--- config.mk ---
export PLATFORM = sky130hd
export DESIGN_NAME = sce_div
export DESIGN_NICKNAME = d
export VERILOG_FILES = /design/src/sv/sce_pkg.sv /design/src/sv/sce_div.sv
export SDC_FILE = /design/constraint.sdc
export NUM_CORES = 1
export LEC_CHECK = 0
export BUFFER_PORTS_ARGS = -buffer_cell sky130_fd_sc_hd__buf_2
export CAP_MARGIN = 20
export CORE_ASPECT_RATIO = 0.7
export CORE_UTILIZATION = 27
export DETAILED_ROUTE_END_ITERATION = 8
export GPL_TIMING_DRIVEN = 0
export PLACE_DENSITY_LB_ADDON = 0.3
export SLEW_MARGIN = 10
export SYNTH_ARGS = -nofsm -noshare
export SYNTH_HDL_FRONTEND = slang
export SYNTH_SLANG_ARGS = --single-unit
--- constraint.sdc ---
create_clock -name i_clk -period 14.6 [get_ports i_clk]
set_input_delay 1.46 -clock i_clk [delete_from_list [all_inputs] [get_ports i_clk]]
set_output_delay 1.46 -clock i_clk [all_outputs]
set_load 0.05 [all_outputs]
--- src/sv/sce_pkg.sv ---
// ----------------------------------------------------------------------------
// sce_pkg
// types, codes and helpers shared by the sphere collision response unit
// ----------------------------------------------------------------------------
package sce_pkg;

    localparam int NUM_W   = 96;
    localparam int DEN_W   = 62;
    localparam int Q_W     = 41;
    localparam int P_SPLIT = 30;

    localparam logic CMD_WRITE = 1'b0;
    localparam logic CMD_QUERY = 1'b1;

    typedef enum logic [3:0] {
        S_CLEAR,
        S_IDLE,
        S_SELF,
        S_SCAN,
        S_C1,
        S_C2,
        S_C3,
        S_QA,
        S_QB,
        S_QC,
        S_QD,
        S_QW
    } t_state;

    typedef enum logic [1:0] {
        D_IDLE,
        D_CHK,
        D_RUN,
        D_FIN
    } t_div_state;

    typedef struct packed {
        logic               command;
        logic [5:0]         entry_index;
        logic signed [31:0] pos_x;
        logic signed [31:0] pos_y;
        logic signed [31:0] pos_z;
        logic signed [31:0] vel_x;
        logic signed [31:0] vel_y;
        logic signed [31:0] vel_z;
        logic [7:0]         mass;
        logic [23:0]        radius;
    } t_cmd;

    typedef struct packed {
        logic               collided;
        logic [5:0]         partner_index;
        logic signed [31:0] self_vel_x;
        logic signed [31:0] self_vel_y;
        logic signed [31:0] self_vel_z;
        logic signed [31:0] other_vel_x;
        logic signed [31:0] other_vel_y;
        logic signed [31:0] other_vel_z;
    } t_result;

    typedef struct packed {
        logic             valid;
        logic [2:0][31:0] pos;
        logic [2:0][31:0] vel;
        logic [7:0]       mass;
        logic [23:0]      radius;
    } t_entry;

    function automatic logic [31:0] sat32(input logic signed [42:0] v);
        logic [31:0] r;
        if (v > 43'sd2147483647) begin
            r = 32'h7fff_ffff;
        end else if (v < -43'sd2147483648) begin
            r = 32'h8000_0000;
        end else begin
            r = v[31:0];
        end
        return r;
    endfunction

endpackage

--- src/sv/sce_div.sv ---
// ----------------------------------------------------------------------------
// sce_div
// restoring divider, one quotient bit per cycle, rounded and clamped to 2^40
// ----------------------------------------------------------------------------
module sce_div import sce_pkg::*; (
    input  logic             i_clk,
    input  logic             i_rst_n,
    input  logic             i_start,
    input  logic [NUM_W-1:0] i_num,
    input  logic [DEN_W-1:0] i_den,
    output logic             o_done,
    output logic [Q_W-1:0]   o_quot
);

    localparam int CNT_W = $clog2(Q_W + 1);
    localparam logic [Q_W:0] Q_CLAMP = (Q_W + 1)'(1) << (Q_W - 1);

    t_div_state r_st, n_st;
    logic [DEN_W-1:0] r_den, r_rem;
    logic [Q_W-1:0]   r_low, r_q;
    logic [CNT_W-1:0] r_cnt;
    logic [DEN_W:0]   t_try;
    logic             t_ge;
    logic             inc;
    logic [Q_W:0]     qq;

    assign t_try = {r_rem, r_low[Q_W-1]};
    assign t_ge  = t_try >= {1'b0, r_den};
    assign inc   = {r_rem, 1'b0} >= {1'b0, r_den};
    assign qq    = {1'b0, r_q} + (Q_W + 1)'(inc);

    always_comb begin
        n_st = r_st;
        unique case (r_st)
            D_IDLE: if (i_start) n_st = D_CHK;
            D_CHK:  n_st = (r_rem >= r_den) ? D_IDLE : D_RUN;
            D_RUN:  if (r_cnt == CNT_W'(Q_W - 1)) n_st = D_FIN;
            D_FIN:  n_st = D_IDLE;
            default: n_st = D_IDLE;
        endcase
    end

    always_ff @(posedge i_clk) begin
        if (!i_rst_n) begin
            r_st   <= D_IDLE;
            o_done <= 1'b0;
        end else begin
            r_st   <= n_st;
            o_done <= 1'b0;
            case (r_st)
                D_IDLE: begin
                    if (i_start) begin
                        r_den <= i_den;
                        r_rem <= DEN_W'(i_num[NUM_W-1:Q_W]);
                        r_low <= i_num[Q_W-1:0];
                    end
                end
                D_CHK: begin
                    r_cnt <= '0;
                    r_q   <= '0;
                    if (r_rem >= r_den) begin
                        o_quot <= Q_CLAMP[Q_W-1:0];
                        o_done <= 1'b1;
                    end
                end
                D_RUN: begin
                    if (t_ge) begin
                        r_rem <= DEN_W'(t_try - {1'b0, r_den});
                    end else begin
                        r_rem <= t_try[DEN_W-1:0];
                    end
                    r_q   <= {r_q[Q_W-2:0], t_ge};
                    r_low <= {r_low[Q_W-2:0], 1'b0};
                    r_cnt <= r_cnt + 1'b1;
                end
                D_FIN: begin
                    o_quot <= (qq > Q_CLAMP) ? Q_CLAMP[Q_W-1:0] : qq[Q_W-1:0];
                    o_done <= 1'b1;
                end
                default: ;
            endcase
        end
    end

endmodule

==> impl_metrics.json <==
{
  "status": "completed",
  "start_kind": "flop",
  "hold_viol": 0,
  "setup_violations": 0,
  "via_per_inst": 5.03,
  "yosysWarnings": 0,
  "met2_usage_pct": 21.7,
  "peakVddDrop_mv": 0.0869,
  "p_int_w": 0.00144,
  "switchingPower_w": 0.000623,
  "drt-initial-drc-count": 1126,
  "synth-compound-area-share_pct": 15.1,
  "gr-total-overflow": 0,
  "ant_nets": 0,
  "maxCapViolations": 0,
  "yosys.area_share.simple_pct": 16.7,
  "avgRoutedWirePerCell_um": 18.9,
  "post-route-period-util_pct": 45.0,
  "crit_type": "reg -> reg",
  "gr-usage-met3_pct": 3.99,
  "combinationalPowerShare_pct": 21.0,
  "drive_gt1_share_pct": 16.7,
  "min_period_ns": 6.58,
  "cts_tree": "done",
  "max_freq_mhz": 152,
  "synth_mux_area_share_pct": 3.07,
  "synth_top_family_by_area": "simple AND/OR/NAND/NOR gates",
  "cts-root-buf": "clkbuf_16",
  "fin_skew_ns": 0.0172,
  "fp.dieW_um": 299,
  "worstPathRequired_ns": 15.03,
  "busiest_layer": "met1",
  "grt.met1_usage_pct": 25.7,
  "holdWs_ns": 0.534,
  "r2r-start": "r_rem[7]",
  "cts_setup_buffers": 0,
  "ios": 203,
  "synth_ff_type": "edfxtp_1",
  "cts.clk_slew.worst_paths_ns": 0.06,
  "slew_headroom_pct": 32.2,
  "die-area_um2": 63000,
  "diodes": 0,
  "async_flop_share_pct": 0,
  "insertion_delay_ns": 0.59,
  "grt_pass1_vias": 13500,
  "place_area_um2": 19000,
  "die_h_um": 210,
  "cts_buffer_depth": 3,
  "synth_edf_count": 253,
  "vias": 13900,
  "grt_max_degree": 39,
  "cts_hold_buffers": 0,
  "crit_start": "r_rem[7]",
  "syn_inst": 1687,
  "globalplace.congestion": 0.907,
  "min-delay-path-class": "reg -> reg",
  "cts_resized": 0,
  "fin_tns_setup_ns": 0,
  "place_hpwl_mm": 41.3,
  "synth_xor_area_share_pct": 5.03,
  "area_growth_pct": 19.0,
  "remaining_drc_errors": 0,
  "synth_fa_ha_area_share_pct": 9.99,
  "swShare_pct": 30.2,
  "syn-cell-area_um2": 16700,
  "nets": 2223,
  "synthesis.nets": 1981,
  "initial_core_util_pct": 27.6,
  "row_count": 75,
  "grt_pass1_wl_mm": 79.5,
  "leakagePower_nw": 7.92,
  "cts_made_buffers": 30,
  "worstPathArrival_ns": 7.00,
  "final_core_util_pct": 32.9,
  "syn_area_per_cell_um2": 9.91,
  "antenna_found_initial": 4,
  "portBuffers": 202,
  "rsz0062_at_grt": "false",
  "ys_ff_latch": 256,
  "clkPwrFrac_pct": 35.8,
  "cts_num_sinks": 256,
  "power_frac_seq_pct": 43.2,
  "hold_start": "r_low[38]",
  "routed_wl_mm": 52.1,
  "crit_fanout": 10,
  "final_design_area_no_fill_um2": 19900,
  "p_per_area_nw_per_um2": 104,
  "coreArea_um2": 60500,
  "slew_viol_final": 0,
  "netlist-cell-type-count": 74,
  "h-tree-depth": 1,
  "synth.yosys.seq_area_share_pct": 45.8,
  "max_slew.worst_pin.slew_ns": 1.02,
  "drt-pass1-iter-count": 5,
  "grt_use_total_pct": 16.3,
  "endpoint_kind": "flop"
}
==> layer usage <==
metal,vias to the layer above,part of all wire [%]
met4,6,2.0
li1,6680,-
met1,6660,53
met3,60,7.5
met2,457,38
met5,-,0.077
==> cell usage in the layout (no fill, tap or decap), types with 6 or more instances in the layout <==
| master | netlist | routed |
|---|---|---|
| o21ai_0 | 57 | 57 |
| nand2_1 | 169 | 169 |
| a21oi_1 | 107 | 107 |
| a221oi_1 | 6 | 6 |
| nor2b_1 | 12 | 11 |
| and2_1 | 47 | 46 |
| nand4_1 | 52 | 52 |
| buf_2 | 9 | 211 |
| ha_1 | 132 | 132 |
| clkbuf_1 | 68 | 72 |
| nor3_1 | 22 | 22 |
| clkinv_1 | 1 | 7 |
| a221o_1 | 6 | 6 |
| a21boi_0 | 6 | 6 |
| a21o_1 | 65 | 65 |
| and3_1 | 21 | 20 |
| a41oi_1 | 7 | 6 |
| xnor2_1 | 60 | 60 |
| nor4_1 | 9 | 9 |
| nand2b_1 | 8 | 8 |
| nand3_1 | 45 | 45 |
| o21ai_1 | 7 | 7 |
| nor2_1 | 160 | 160 |
| o21bai_1 | 10 | 10 |
| inv_1 | 101 | 101 |
| clkbuf_16 | 0 | 31 |
| edfxtp_1 | 253 | 253 |
| o21a_1 | 14 | 14 |
| a31oi_1 | 65 | 65 |
| mux2_2 | 42 | 42 |
| xor2_1 | 36 | 36 |
==> cell usage after synthesis, drive strengths merged, types with 3 or more instances <==
master	number	area share (%)
nor2	161	3.6
xor2	36	1.9
nand2	169	3.8
or3	6	0.25
o21bai	10	0.45
a31oi	65	2.4
mux2i	3	0.18
or2	5	0.19
o31ai	5	0.22
nand2b	8	0.30
a21o	65	2.9
clkbuf	68	1.5
a211oi	3	0.13
a22oi	3	0.13
and2	47	1.8
a2bb2oi	3	0.16
a221o	6	0.36
a41oi	7	0.37
nor4	13	0.74
o22ai	5	0.19
o21a	14	0.63
inv	101	2.3
o211ai	4	0.18
nand3	45	1.3
edfxtp	253	45
nor3	23	0.72
buf	12	0.43
xnor2	60	3.1
a221oi	6	0.31
nor3b	4	0.18
a21boi	9	0.43
o21ai	64	1.9
dfxtp	3	0.36
mux2	43	2.9
and4	5	0.26
a21oi	107	3.2
ha	132	9.9
nand4	54	2.1
nor2b	12	0.45
and3	21	0.79
==> kinds of logic after synthesis <==
family                     after synthesis
muxes                                   46
xor gates and xnor gates                96
and+or+nand+nor                        578
AOI/OAI and AO/OA                      396
DFF                                    256
buffers and inverters                  182
adders and majority gates              133
==> sequential cells by signal, summed over array words and instances (netlist names), named ones only <==
register / flops
o_quot: 41
r_cnt: 6
r_low: 41
r_st: 1
r_rem: 62
r_q: 41
o_done: 1
r_den: 62
==> metrics by stage <==
| step | instances | setup slack, ns | power, W |
|---|---|---|---|
| 3_5_place_dp | 2705 | 8.11 | 0.00134 |
| 5_1_grt | 2757 | 7.50 | 0.00217 |
| 3_3_place_gp | 2697 | 5.01 | 0.00133 |
| 2_1_floorplan | 1687 | 7.94 | 0.00119 |
| 4_1_cts | 2757 | 8.07 | 0.00210 |
| 6_report | 2757 | 8.02 | 0.00207 |
==> critical path: stages (launching register included) <==
cell      delay, ns
edfxtp_1       0.43
ha_1           0.30
clkbuf_1       0.28
and3_1         0.20
clkbuf_1       0.27
a31oi_1        0.14
o21a_1         0.18
o21ai_0        0.46
a21oi_1        0.15
o31ai_1        0.40
a221o_1        0.28
ha_1           0.21
ha_1           0.28
nand4_1        0.25
nor3_2         0.50
nand4_1        0.37
nor3_1         0.28
xnor2_1        0.22
nor3b_1        0.26
nand3_1        0.14
nor4_2         0.28
a21boi_2       0.20
buf_6          0.19
nor2_1         0.13
==> path summary, 6_finish.rpt <==
check	to	slack, ns	depth (start not counted)
worst min-delay path	r_low[39]	0.53	1
worst min register to register	r_low[39]	0.53	1
worst max-delay path	o_quot[7]	8.02	23
worst max register to register	o_quot[7]	8.02	23
==> cell type report <==
class / instances / area (um2)
clock inverter: 17 / 148
clock buffer: 35 / 791
inverter: 102 / 383
multi-input combinational: 1249 / 8390
buffer: 80 / 327
tap: 808 / 1010
sequential: 256 / 7660
timing repair buffer: 210 / 1200
fill: 6326 / 40600
==> power by group through the flow <==
stage	sequential, W	combinational [W]	clock (W)
after floorplan	0.000927	0.000267	0
after global placement	0.000915	0.000416	0
after detailed placement	0.000908	0.000431	0
after CTS	0.000892	0.000434	0.000770
after global routing	0.000897	0.000481	0.000787
final	0.000892	0.000434	0.000740
(Power assumes the default switching activity.)
